`config.mk`:
```
export PLATFORM = sky130hd
export DESIGN_NAME = imu_angle_frame_parser
export DESIGN_NICKNAME = d
export VERILOG_FILES = /design/src/rtl/iafp_pkg.sv /design/src/rtl/iafp_cfg_regs.sv /design/src/rtl/iafp_collector.sv /design/src/rtl/iafp_result_reg.sv /design/src/rtl/imu_angle_frame_parser.sv
export SDC_FILE = /design/constraint.sdc
export NUM_CORES = 1
export LEC_CHECK = 0
export ABC_AREA = 1
export BUFFER_PORTS_ARGS = -buffer_cell sky130_fd_sc_hd__buf_2
export CAP_MARGIN = 30
export CORE_MARGIN = 1.5
export CORE_UTILIZATION = 57
export DETAILED_ROUTE_END_ITERATION = 6
export PLACE_DENSITY = 0.9
export SYNTH_ARGS = -nofsm -noshare
export SYNTH_HDL_FRONTEND = slang
export SYNTH_SLANG_ARGS = --single-unit
```
`constraint.sdc`:
```
create_clock -name clk_i -period 4.9 [get_ports clk_i]
set_input_delay 0.735 -clock clk_i [delete_from_list [all_inputs] [get_ports clk_i]]
set_output_delay 0.735 -clock clk_i [all_outputs]
set_load 0.01 [all_outputs]
```
`src/rtl/iafp_pkg.sv`:
```
package iafp_pkg;

  localparam int unsigned ByteW     = 8;
  localparam int unsigned AngleW    = 16;
  localparam int unsigned NumStored = 7;
  localparam int unsigned CfgIdxW   = 2;

  localparam logic [ByteW-1:0] HeaderReset    = 8'h55;
  localparam logic [ByteW-1:0] AngleTypeReset = 8'h53;
  localparam logic signed [8:0] ScaleFactor   = 9'sd180;

  typedef enum logic [CfgIdxW-1:0] {
    REG_HEADER     = 2'd0,
    REG_ANGLE_TYPE = 2'd1
  } cfg_reg_e;

  typedef struct packed {
    logic [ByteW-1:0] header;
    logic [ByteW-1:0] angle_type;
  } cfg_t;

  typedef struct packed {
    logic              hit;
    logic [AngleW-1:0] roll_word;
    logic [AngleW-1:0] pitch_word;
    logic [AngleW-1:0] yaw_word;
  } frame_t;

  function automatic logic signed [AngleW-1:0] scale_angle(input logic [AngleW-1:0] word);
    logic signed [24:0] prod;
    prod = $signed(word) * ScaleFactor;
    return prod[23:8];
  endfunction

endpackage

```
`src/rtl/iafp_cfg_regs.sv`:
```
module iafp_cfg_regs
  import iafp_pkg::*;
(
  input  logic               clk_i,
  input  logic               rst_ni,
  input  logic               cfg_valid_i,
  output logic               cfg_ready_o,
  input  logic [CfgIdxW-1:0] cfg_index_i,
  input  logic [ByteW-1:0]   cfg_data_i,
  output cfg_t               cfg_o
);

  cfg_t cfg_q, cfg_d;

  assign cfg_ready_o = 1'b1;

  always_comb begin
    cfg_d = cfg_q;
    if (cfg_valid_i) begin
      case (cfg_reg_e'(cfg_index_i))
        REG_HEADER:     cfg_d.header     = cfg_data_i;
        REG_ANGLE_TYPE: cfg_d.angle_type = cfg_data_i;
        default:        cfg_d            = cfg_q;
      endcase
    end
  end

  always_ff @(posedge clk_i or negedge rst_ni) begin
    if (!rst_ni) begin
      cfg_q.header     <= HeaderReset;
      cfg_q.angle_type <= AngleTypeReset;
    end else begin
      cfg_q <= cfg_d;
    end
  end

  assign cfg_o = cfg_q;

endmodule

```
`src/rtl/iafp_collector.sv`:
```
module iafp_collector
  import iafp_pkg::*;
#(
  parameter int unsigned FRAME_LENGTH = 11
) (
  input  logic             clk_i,
  input  logic             rst_ni,
  input  logic             in_valid_i,
  output logic             in_stall_o,
  input  logic [ByteW-1:0] rx_byte_i,
  input  cfg_t             cfg_i,
  input  logic             res_ready_i,
  output frame_t           frame_o
);

  localparam int unsigned PosW = $clog2(FRAME_LENGTH);

  logic             a_valid_q, a_valid_d;
  logic [ByteW-1:0] a_byte_q, a_byte_d;
  logic [PosW-1:0]  pos_q, pos_d;
  logic [ByteW-1:0] bytes_q [NumStored];
  logic [ByteW-1:0] view    [NumStored];
  logic [PosW:0]    pos_inc;
  logic             adv;
  logic             done;

  assign in_stall_o = a_valid_q && !res_ready_i;
  assign adv        = a_valid_q && res_ready_i;
  assign a_valid_d  = in_stall_o ? a_valid_q : in_valid_i;
  assign a_byte_d   = in_stall_o ? a_byte_q : rx_byte_i;
  assign pos_inc    = {1'b0, pos_q} + (PosW+1)'(1);

  always_comb begin
    for (int k = 0; k < NumStored; k++) begin
      view[k] = (pos_q == PosW'(k + 1)) ? a_byte_q : bytes_q[k];
    end
  end

  always_comb begin
    pos_d = pos_q;
    done  = 1'b0;
    if (adv) begin
      if (pos_q == '0) begin
        if (a_byte_q == cfg_i.header) begin
          pos_d = PosW'(1);
        end
      end else if (pos_inc >= (PosW+1)'(FRAME_LENGTH)) begin
        pos_d = '0;
        done  = 1'b1;
      end else begin
        pos_d = pos_inc[PosW-1:0];
      end
    end
  end

  always_ff @(posedge clk_i or negedge rst_ni) begin
    if (!rst_ni) begin
      a_valid_q <= 1'b0;
      pos_q     <= '0;
    end else begin
      a_valid_q <= a_valid_d;
      pos_q     <= pos_d;
    end
  end

  always_ff @(posedge clk_i) begin
    a_byte_q <= a_byte_d;
    for (int k = 0; k < NumStored; k++) begin
      if (adv && pos_q == PosW'(k + 1)) begin
        bytes_q[k] <= a_byte_q;
      end
    end
  end

  assign frame_o.hit        = done && (view[0] == cfg_i.angle_type);
  assign frame_o.roll_word  = {view[2], view[1]};
  assign frame_o.pitch_word = {view[4], view[3]};
  assign frame_o.yaw_word   = {view[6], view[5]};

endmodule

```
`src/rtl/iafp_result_reg.sv`:
```
module iafp_result_reg
  import iafp_pkg::*;
(
  input  logic                     clk_i,
  input  logic                     rst_ni,
  input  frame_t                   frame_i,
  output logic                     res_ready_o,
  output logic                     out_valid_o,
  input  logic                     out_stall_i,
  output logic signed [AngleW-1:0] roll_angle_o,
  output logic signed [AngleW-1:0] pitch_angle_o,
  output logic signed [AngleW-1:0] yaw_angle_o
);

  logic                     valid_q, valid_d;
  logic signed [AngleW-1:0] roll_q, pitch_q, yaw_q;

  assign res_ready_o = !valid_q || !out_stall_i;
  assign valid_d     = res_ready_o ? frame_i.hit : valid_q;

  always_ff @(posedge clk_i or negedge rst_ni) begin
    if (!rst_ni) begin
      valid_q <= 1'b0;
    end else begin
      valid_q <= valid_d;
    end
  end

  always_ff @(posedge clk_i) begin
    if (res_ready_o && frame_i.hit) begin
      roll_q  <= scale_angle(frame_i.roll_word);
      pitch_q <= scale_angle(frame_i.pitch_word);
      yaw_q   <= scale_angle(frame_i.yaw_word);
    end
  end

  assign out_valid_o   = valid_q;
  assign roll_angle_o  = roll_q;
  assign pitch_angle_o = pitch_q;
  assign yaw_angle_o   = yaw_q;

endmodule

```
`src/rtl/imu_angle_frame_parser.sv`:
```
// Angle frame parser for an inertial sensor's serial byte stream.
// Input channel: one received byte per transaction on in_valid_i/rx_byte_i,
// held off by in_stall_o. Bytes outside a frame are dropped until the
// header byte is seen; the next FRAME_LENGTH-1 bytes complete the frame.
// Output channel: one transaction with roll, pitch and yaw (signed degrees,
// 7 fractional bits) per completed frame whose type byte matches; other
// frames give nothing. out_stall_i holds the result in place.
// Configuration: cfg_valid_i/cfg_index_i/cfg_data_i write the header byte
// (index 0) and the angle type byte (index 1); cfg_ready_o is always high.
// Throughput: one byte per cycle while in_stall_o is low. The byte is
// registered in the input register on acceptance, and the angles are computed
// from it into the output register, which raises out_valid_o for a matching frame.
// While a result is stalled, one more byte is taken into the input register
// if it is empty, then in_stall_o rises until the result is taken.
// Reset clears the frame position (hunting for header), both valid flags,
// and loads the registers with 0x55 and 0x53.
module imu_angle_frame_parser
  import iafp_pkg::*;
#(
  parameter int unsigned FRAME_LENGTH = 11
) (
  input  logic                     clk_i,
  input  logic                     rst_ni,
  input  logic                     in_valid_i,
  output logic                     in_stall_o,
  input  logic [ByteW-1:0]         rx_byte_i,
  output logic                     out_valid_o,
  input  logic                     out_stall_i,
  output logic signed [AngleW-1:0] roll_angle_o,
  output logic signed [AngleW-1:0] pitch_angle_o,
  output logic signed [AngleW-1:0] yaw_angle_o,
  input  logic                     cfg_valid_i,
  output logic                     cfg_ready_o,
  input  logic [CfgIdxW-1:0]       cfg_index_i,
  input  logic [ByteW-1:0]         cfg_data_i
);

  cfg_t   cfg;
  frame_t frame;
  logic   res_ready;

  iafp_cfg_regs u_cfg (
    .clk_i       (clk_i),
    .rst_ni      (rst_ni),
    .cfg_valid_i (cfg_valid_i),
    .cfg_ready_o (cfg_ready_o),
    .cfg_index_i (cfg_index_i),
    .cfg_data_i  (cfg_data_i),
    .cfg_o       (cfg)
  );

  iafp_collector #(
    .FRAME_LENGTH (FRAME_LENGTH)
  ) u_collector (
    .clk_i       (clk_i),
    .rst_ni      (rst_ni),
    .in_valid_i  (in_valid_i),
    .in_stall_o  (in_stall_o),
    .rx_byte_i   (rx_byte_i),
    .cfg_i       (cfg),
    .res_ready_i (res_ready),
    .frame_o     (frame)
  );

  iafp_result_reg u_result (
    .clk_i         (clk_i),
    .rst_ni        (rst_ni),
    .frame_i       (frame),
    .res_ready_o   (res_ready),
    .out_valid_o   (out_valid_o),
    .out_stall_i   (out_stall_i),
    .roll_angle_o  (roll_angle_o),
    .pitch_angle_o (pitch_angle_o),
    .yaw_angle_o   (yaw_angle_o)
  );

endmodule
```
==> summary.txt, run 1 <==
status: completed
combined area of all synthesized cells: 11,600 µm²
number of DRC violations after detailed routing: 0
vias after detailed routing: 9,145
H-tree Lvls: 4
worst min path class: in2async
Die ar.: 21,200 µm²
average wire per cell in the routed design: 16.7 µm
number of enable flip-flop cells after synthesis: 112
Sequential cell area: 3930 µm²
worst-margin pin slew: 719 ps
Synth Warn #: 0
I/O pin count: 74
die boundary height: 146 µm
DRT antenna net count: 0
total count of hold-check failures in the final report: 0
buffer count from post-CTS setup fixing: 0
vias in the first global route: 9,359
number of pins exceeding their max-slew limit in the final report: 0
register area share after synthesis: 33.8%
cell-by-cell trace of the critical path: inv_1 > ha_2 > nand3_4 > o21ai_2 > inv_1 > ha_1 > ha_1 > fa_1 > inv_1 > fa_1 > inv_1 > ha_1 > a21oi_1 > o21ai_2 > nor2_1 > a21oi_1 > nand2_1 > nand2_1 > nand2_1 > nand2_1
layout cells sized above 1: 15.6%
total CTS buffers: 17
Worst Path Buf+Inv: 4
total congestion overflow: 0
CTS sink count: 134
final setup skew: 16.1 ps
Fill cells: 1,477
unrepaired setup endpoints after global routing: yes
critical path type: reg2reg
detailed-route vias per instance: 5.63
net count after synthesis: 1,478
GRT Resource Usage Total: 26.1%
crit share post-route: 97.7%
Mapped Cells: 1,221
Root Buffer Master: sky130_fd_sc_hd__clkbuf_16
Mapped Avg Cell Area: 9.51 µm²
critical path required time: 5110 ps
clock slew seen by the registers of the worst setup and hold paths: 70 ps
worst hold slack after final layout: 259 ps
drt total wl: 27.1 mm
crit path max-delay cell type: sky130_fd_sc_hd__fa_1
worst skew pair latency: 450 ps
HPWL after detailed placement: 19.4 mm
worst slew margin relative to its limit: 51.9%
type of element launching the critical path: flip-flop
element type at the critical path end: flip-flop
Reg2Reg Launch Point: u_collector.pos_q[0]
maximum fanout encountered on the critical timing path: 15
delay of the slowest cell on the worst path: 550 ps
clock tree from TritonCTS: built
peak clock frequency supported by timing: 209 MHz
combined area of the multi-input logic cells: 6880 µm²
antenna diode count: 0
pin count of the biggest net entering global routing: 49
Area Growth Syn to Fin: 13.7%
port bufs: 72
global-route wire length before repair: 44.0 mm
path length in cells of the critical path: 20
count of different cell masters after synthesis: 49
Core Footprint: 20,100 µm²
count of cells along the worst register-to-register path: 20
floorplan die width: 146 µm
effective utilization at floorplan: 57.8%
prevailing post-synth register cell: sky130_fd_sc_hd__edfxtp_1
time the final worst path needs with I/O delays and setup: 4790 ps
standard-cell row count: 52
initial DRC count: 786
cell family with the largest share of critical-path delay: adder cells
start point of the critical path: u_collector.pos_q[0]
data arrival time of the critical path: 4990 ps
count of nets after finishing: 1,597
placer's final routability congestion estimate: 0.934
number of antenna violations at the first check in global routing: 0
max_cap viols: 0
number of buffers inserted by hold repair at cts: 0
async set-reset flop share out of synthesis: 16.4%
total of endpoints with negative setup slack in the final report: 0
maximum clock insertion buffer count: 2
flip-flop and latch count after synthesis: 134
count of TritonRoute iterations in the first routing pass: 5
## cell families (layout without fill, tap and decap cells)
group,count (synthesis),in the layout,share of synthesized area (%)
other,1,1,0.0323
DFF,134,134,33.8
xor gates and xnor gates,55,55,4.15
and+or+nand+nor,377,377,14.2
adders and majority gates,234,234,30.4
buffers and inverters,222,354,7.51
AOI/OAI and AO/OA,198,198,9.95
## cells in the final DEF (no fill, tap or decap), drive strengths merged, types with 10 or more instances in the layout
| cell type | Yosys | layout |
|---|---|---|
| edfxtp | 112 | 112 |
| inv | 207 | 209 |
| o21ai | 104 | 104 |
| dfrtp | 14 | 14 |
| nor2 | 63 | 63 |
| xor2 | 40 | 40 |
| fa | 80 | 80 |
| clkbuf | 9 | 18 |
| ha | 154 | 154 |
| buf | 5 | 113 |
| nand3 | 45 | 45 |
| a21oi | 55 | 55 |
| xnor2 | 15 | 15 |
| nand4 | 10 | 10 |
| nand2 | 240 | 240 |
## state kept, by name (all words and copies together), names as in the netlist
register and count:
u_result.yaw_angle_o 16, u_collector.a_byte_q 8, u_collector.a_valid_q 1, u_cfg.cfg_o 16
u_result.roll_angle_o 16, u_collector.pos_q 4, u_result.out_valid_o 1, u_result.pitch_angle_o 16
u_collector.bytes_q 56
## cell usage after synthesis (4+ instances only)
cell type / number / share of area (%)
sky130_fd_sc_hd__o21ai_2: 8 / 0.60
sky130_fd_sc_hd__o21ai_0: 91 / 3.9
sky130_fd_sc_hd__nand4_1: 10 / 0.54
sky130_fd_sc_hd__a31oi_1: 7 / 0.38
sky130_fd_sc_hd__xnor2_1: 15 / 1.1
sky130_fd_sc_hd__nor2_1: 62 / 2.0
sky130_fd_sc_hd__xor2_1: 40 / 3.0
sky130_fd_sc_hd__dfstp_2: 8 / 1.8
sky130_fd_sc_hd__or2_2: 4 / 0.22
sky130_fd_sc_hd__fa_1: 80 / 14
sky130_fd_sc_hd__nand3_1: 39 / 1.7
sky130_fd_sc_hd__nor3_1: 8 / 0.34
sky130_fd_sc_hd__inv_2: 4 / 0.13
sky130_fd_sc_hd__o21a_1: 5 / 0.32
sky130_fd_sc_hd__edfxtp_1: 112 / 29
sky130_fd_sc_hd__nand2_2: 9 / 0.48
sky130_fd_sc_hd__a21oi_1: 54 / 2.3
sky130_fd_sc_hd__o211ai_1: 4 / 0.26
sky130_fd_sc_hd__nand3_4: 5 / 0.75
sky130_fd_sc_hd__nand2_1: 228 / 7.4
sky130_fd_sc_hd__ha_1: 154 / 17
sky130_fd_sc_hd__inv_1: 203 / 6.6
sky130_fd_sc_hd__nor4_1: 4 / 0.22
sky130_fd_sc_hd__dfrtp_1: 14 / 3.0
sky130_fd_sc_hd__a21o_1: 7 / 0.45
sky130_fd_sc_hd__clkbuf_1: 9 / 0.29
## path summary, 6_finish.rpt
check	to	slack, ps
hold reg to reg	u_cfg.cfg_o[1]	500
max in group asynchronous	u_collector.pos_q[2]	4270
min in group clk_i	u_collector.a_byte_q[3]	470
setup reg to reg	u_result.pitch_angle_o[15]	110
hold / removal	u_collector.a_valid_q	260
setup / recovery	u_result.pitch_angle_o[15]	110
## metal layers
layer	track usage, %	up-vias	wire (µm)
met4	13.8	0	1010
met1	30.4	4310	10600
met2	46.6	439	13700
met5	0	-	0
met3	3.98	115	1740
li1	-	4281	-
## final cells by class
class | instances | share of cell area, %
Tap cell | 270 | 2.56
Clock buffer | 17 | 3.22
Sequential cell | 134 | 29.7
Clock inverter | 15 | 1.34
Inverter | 208 | 6.01
Multi-Input combinational cell | 865 | 52.1
Timing Repair Buffer | 114 | 5.11
## repair_timing
item	4_1_cts	5_1_grt
setup endpoints to repair	6	27
gates cloned	0	0
resized for setup	4	24
## through the flow
| stage | TNS [ps] | cells | worst slack (ps) | instance area [µm²] | util (%) |
|---|---|---|---|---|---|
| final | 0 | 1623 | 114 | 13200 | 65.7 |
| after global routing | -621 | 1623 | -146 | 13200 | 65.7 |
| after CTS | 0 | 1622 | 16.9 | 13200 | 65.4 |
| after detailed placement | -99.9 | 1590 | -80.6 | 12600 | 62.4 |
| after global placement | 0 | 1590 | 200 | 12600 | 62.4 |
| after floorplan | 0 | 1221 | 342 | 11600 | - |
Power of run 1 is not shown: default switching activity piles up to over one toggle a cycle in this logic, so the estimate is an artifact.
==> run 2: changes to the inputs <==
REMOVE_ABC_BUFFERS = 1   (was default)
==> run 2 against run 1 <==
Compared with the run above:
- global-route usage about the same
- sequential cell count stayed put
- count of clock-buffer cells in the layout rose by 2
- clock skew is 4.5 ps lower
- via count rose by 1.3%
- core utilization rose by 0.50 points
==> summary.txt, run 2 (synthesized netlist as in run 1, its figures left out) <==
status: completed
port bufs: 72 (unchanged)
total of endpoints with negative setup slack in the final report: 0 (unchanged)
total count of hold-check failures in the final report: 0 (unchanged)
worst skew pair latency: 440 ps (about the same)
HPWL after detailed placement: 19.8 mm (+2.2%)
CTS sink count: 134 (unchanged)
placer's final routability congestion estimate: 0.916 (-2.0%)
number of DRC violations after detailed routing: 0 (unchanged)
delay of the slowest cell on the worst path: 540 ps (about the same)
Die ar.: 21,200 µm² (unchanged)
peak clock frequency supported by timing: 211 MHz (+1.1%)
worst slew margin relative to its limit: 49.5% (-2.4 points)
pin count of the biggest net entering global routing: 33 (-33%)
Area Growth Syn to Fin: 14.6%
DRT antenna net count: 0 (unchanged)
crit path max-delay cell type: sky130_fd_sc_hd__fa_1
Core Footprint: 20,100 µm² (unchanged)
clock slew seen by the registers of the worst setup and hold paths: 70 ps (about the same)
type of element launching the critical path: flip-flop
layout cells sized above 1: 16.8% (+1.2 points)
crit share post-route: 96.6% (-1.1 points)
number of antenna violations at the first check in global routing: 0 (unchanged)
I/O pin count: 74 (unchanged)
GRT Resource Usage Total: 26.2% (+0.045 points)
floorplan die width: 146 µm (unchanged)
data arrival time of the critical path: 4920 ps (-70 ps)
cell-by-cell trace of the critical path: inv_1 > ha_2 > nand3_4 > buf_4 > nand2_1 > o21ai_0 > buf_4 > ha_1 > ha_1 > fa_1 > inv_1 > fa_1 > inv_1 > ha_1 > a21oi_1 > o21ai_0 > inv_1 > o21ai_0 > a31oi_1 > nand2_1 > xor2_1
number of buffers inserted by hold repair at cts: 0 (unchanged)
detailed-route vias per instance: 5.69 (+1.1%)
Root Buffer Master: sky130_fd_sc_hd__clkbuf_16
drt total wl: 27.5 mm (+1.6%)
total congestion overflow: 0 (unchanged)
clock tree from TritonCTS: built
effective utilization at floorplan: 57.8% (unchanged)
antenna diode count: 0 (unchanged)
critical path required time: 5090 ps (-20 ps)
standard-cell row count: 52 (unchanged)
time the final worst path needs with I/O delays and setup: 4730 ps (-53.7 ps)
max_cap viols: 0 (unchanged)
largest register by flop count: u_collector.bytes_q
critical path type: reg2reg
most used cell, CP: sky130_fd_sc_hd__inv_1
commonest non-fill, non-tap cell in the layout: sky130_fd_sc_hd__nand2_1
H-tree Lvls: 4 (unchanged)
total CTS buffers: 17 (unchanged)
max reg flops: 56 (unchanged)
commonest cells after routing, fill and taps aside: sky130_fd_sc_hd__nand2_1 (228), sky130_fd_sc_hd__inv_1 (202), sky130_fd_sc_hd__ha_1 (147), sky130_fd_sc_hd__edfxtp_1 (112), sky130_fd_sc_hd__fa_1 (80)
final setup skew: 11.6 ps (-4.52 ps)
count of nets after finishing: 1,601 (+0.25%)
initial DRC count: 841 (+7.0%)
number of standard cells in the layout, taps in and fillers out: 1,627 (+0.25%)
maximum fanout encountered on the critical timing path: 10 (-5)
placed cell count: 1,589 (-0.063%)
worst-margin pin slew: 755 ps (+35.8 ps)
number of pins exceeding their max-slew limit in the final report: 0 (unchanged)
average wire per cell in the routed design: 16.9 µm (+1.3%)
maximum clock insertion buffer count: 2 (unchanged)
global-route wire length before repair: 44.1 mm (+0.27%)
worst min path class: in2async
vias in the first global route: 9,393 (+0.36%)
vias after detailed routing: 9,265 (+1.3%)
element type at the critical path end: flip-flop
count of TritonRoute iterations in the first routing pass: 6 (+1)
die boundary height: 146 µm (unchanged)
[run 2: final cells by class]
cell class                      count  area, µm²
Timing Repair Buffer              118        706
Inverter                          208        795
Clock buffer                       19        443
Tap cell                          270        338
Fill cell                        1429       6790
Sequential cell                   134       3930
Clock inverter                     13        131
Multi-Input combinational cell    865       6980
[run 2: per-layer routing]
metal,wire (µm),share of wire [%],up-vias,track usage (%)
li1,-,-,4283,-
met1,10500,38,4372,30.6
met5,0,0,-,0
met2,13700,50,489,45.1
met4,1250,4.5,0,14.6
met3,2120,7.7,121,5.33
[run 2: what timing repair did]
item | 4_1_cts | 5_1_grt
setup endpoints to repair | 10 | 25
gates cloned | 0 | 0
resized for setup | 7 | 43
pin swaps | 0 | 4
setup buffers | 0 | 5
[run 2: worst max-delay path, delay by kind of cell, from the launching register on]
family                   cells  cell delay [ps]
adder cells (fa/ha/maj)      6             2290
buffers and inverters        6              700
AO/OA/AOI/OAI                5              610
flip-flops                   1              470
AND/OR/NAND/NOR              3              280
XOR/XNOR                     1              140
[run 2: per-stage QoR]
stage	util [%]	hold slack [ps]	TNS (ps)	setup slack, ps	area, µm²
floorplan	-	439	0	369	11500
global placement	62.4	475	0	135	12500
detailed placement	62.4	480	-66.1	-38.0	12500
CTS	65.3	269	0	24.6	13100
global route	66.2	282	-196	-82.1	13300
finish	66.2	259	0	167	13300
[run 2: path summary, 6_finish.rpt]
| kind | start | endpoint | slack [ps] | cells past startpoint |
|---|---|---|---|---|
| max | u_collector.pos_q[1] | u_result.pitch_angle_o[12] | 170 | 21 |
| min | rst_ni | u_collector.a_valid_q | 260 | 1 |
| max reg2reg | u_collector.pos_q[1] | u_result.pitch_angle_o[12] | 170 | 21 |
| min reg2reg | u_cfg.cfg_o[3] | u_cfg.cfg_o[3] | 490 | 2 |
| max in group asynchronous | rst_ni | u_collector.pos_q[2] | 4270 | 1 |
| min in group clk_i | rx_byte_i[0] | u_collector.a_byte_q[0] | 470 | 1 |
Power of run 2 is left out for the same reason.
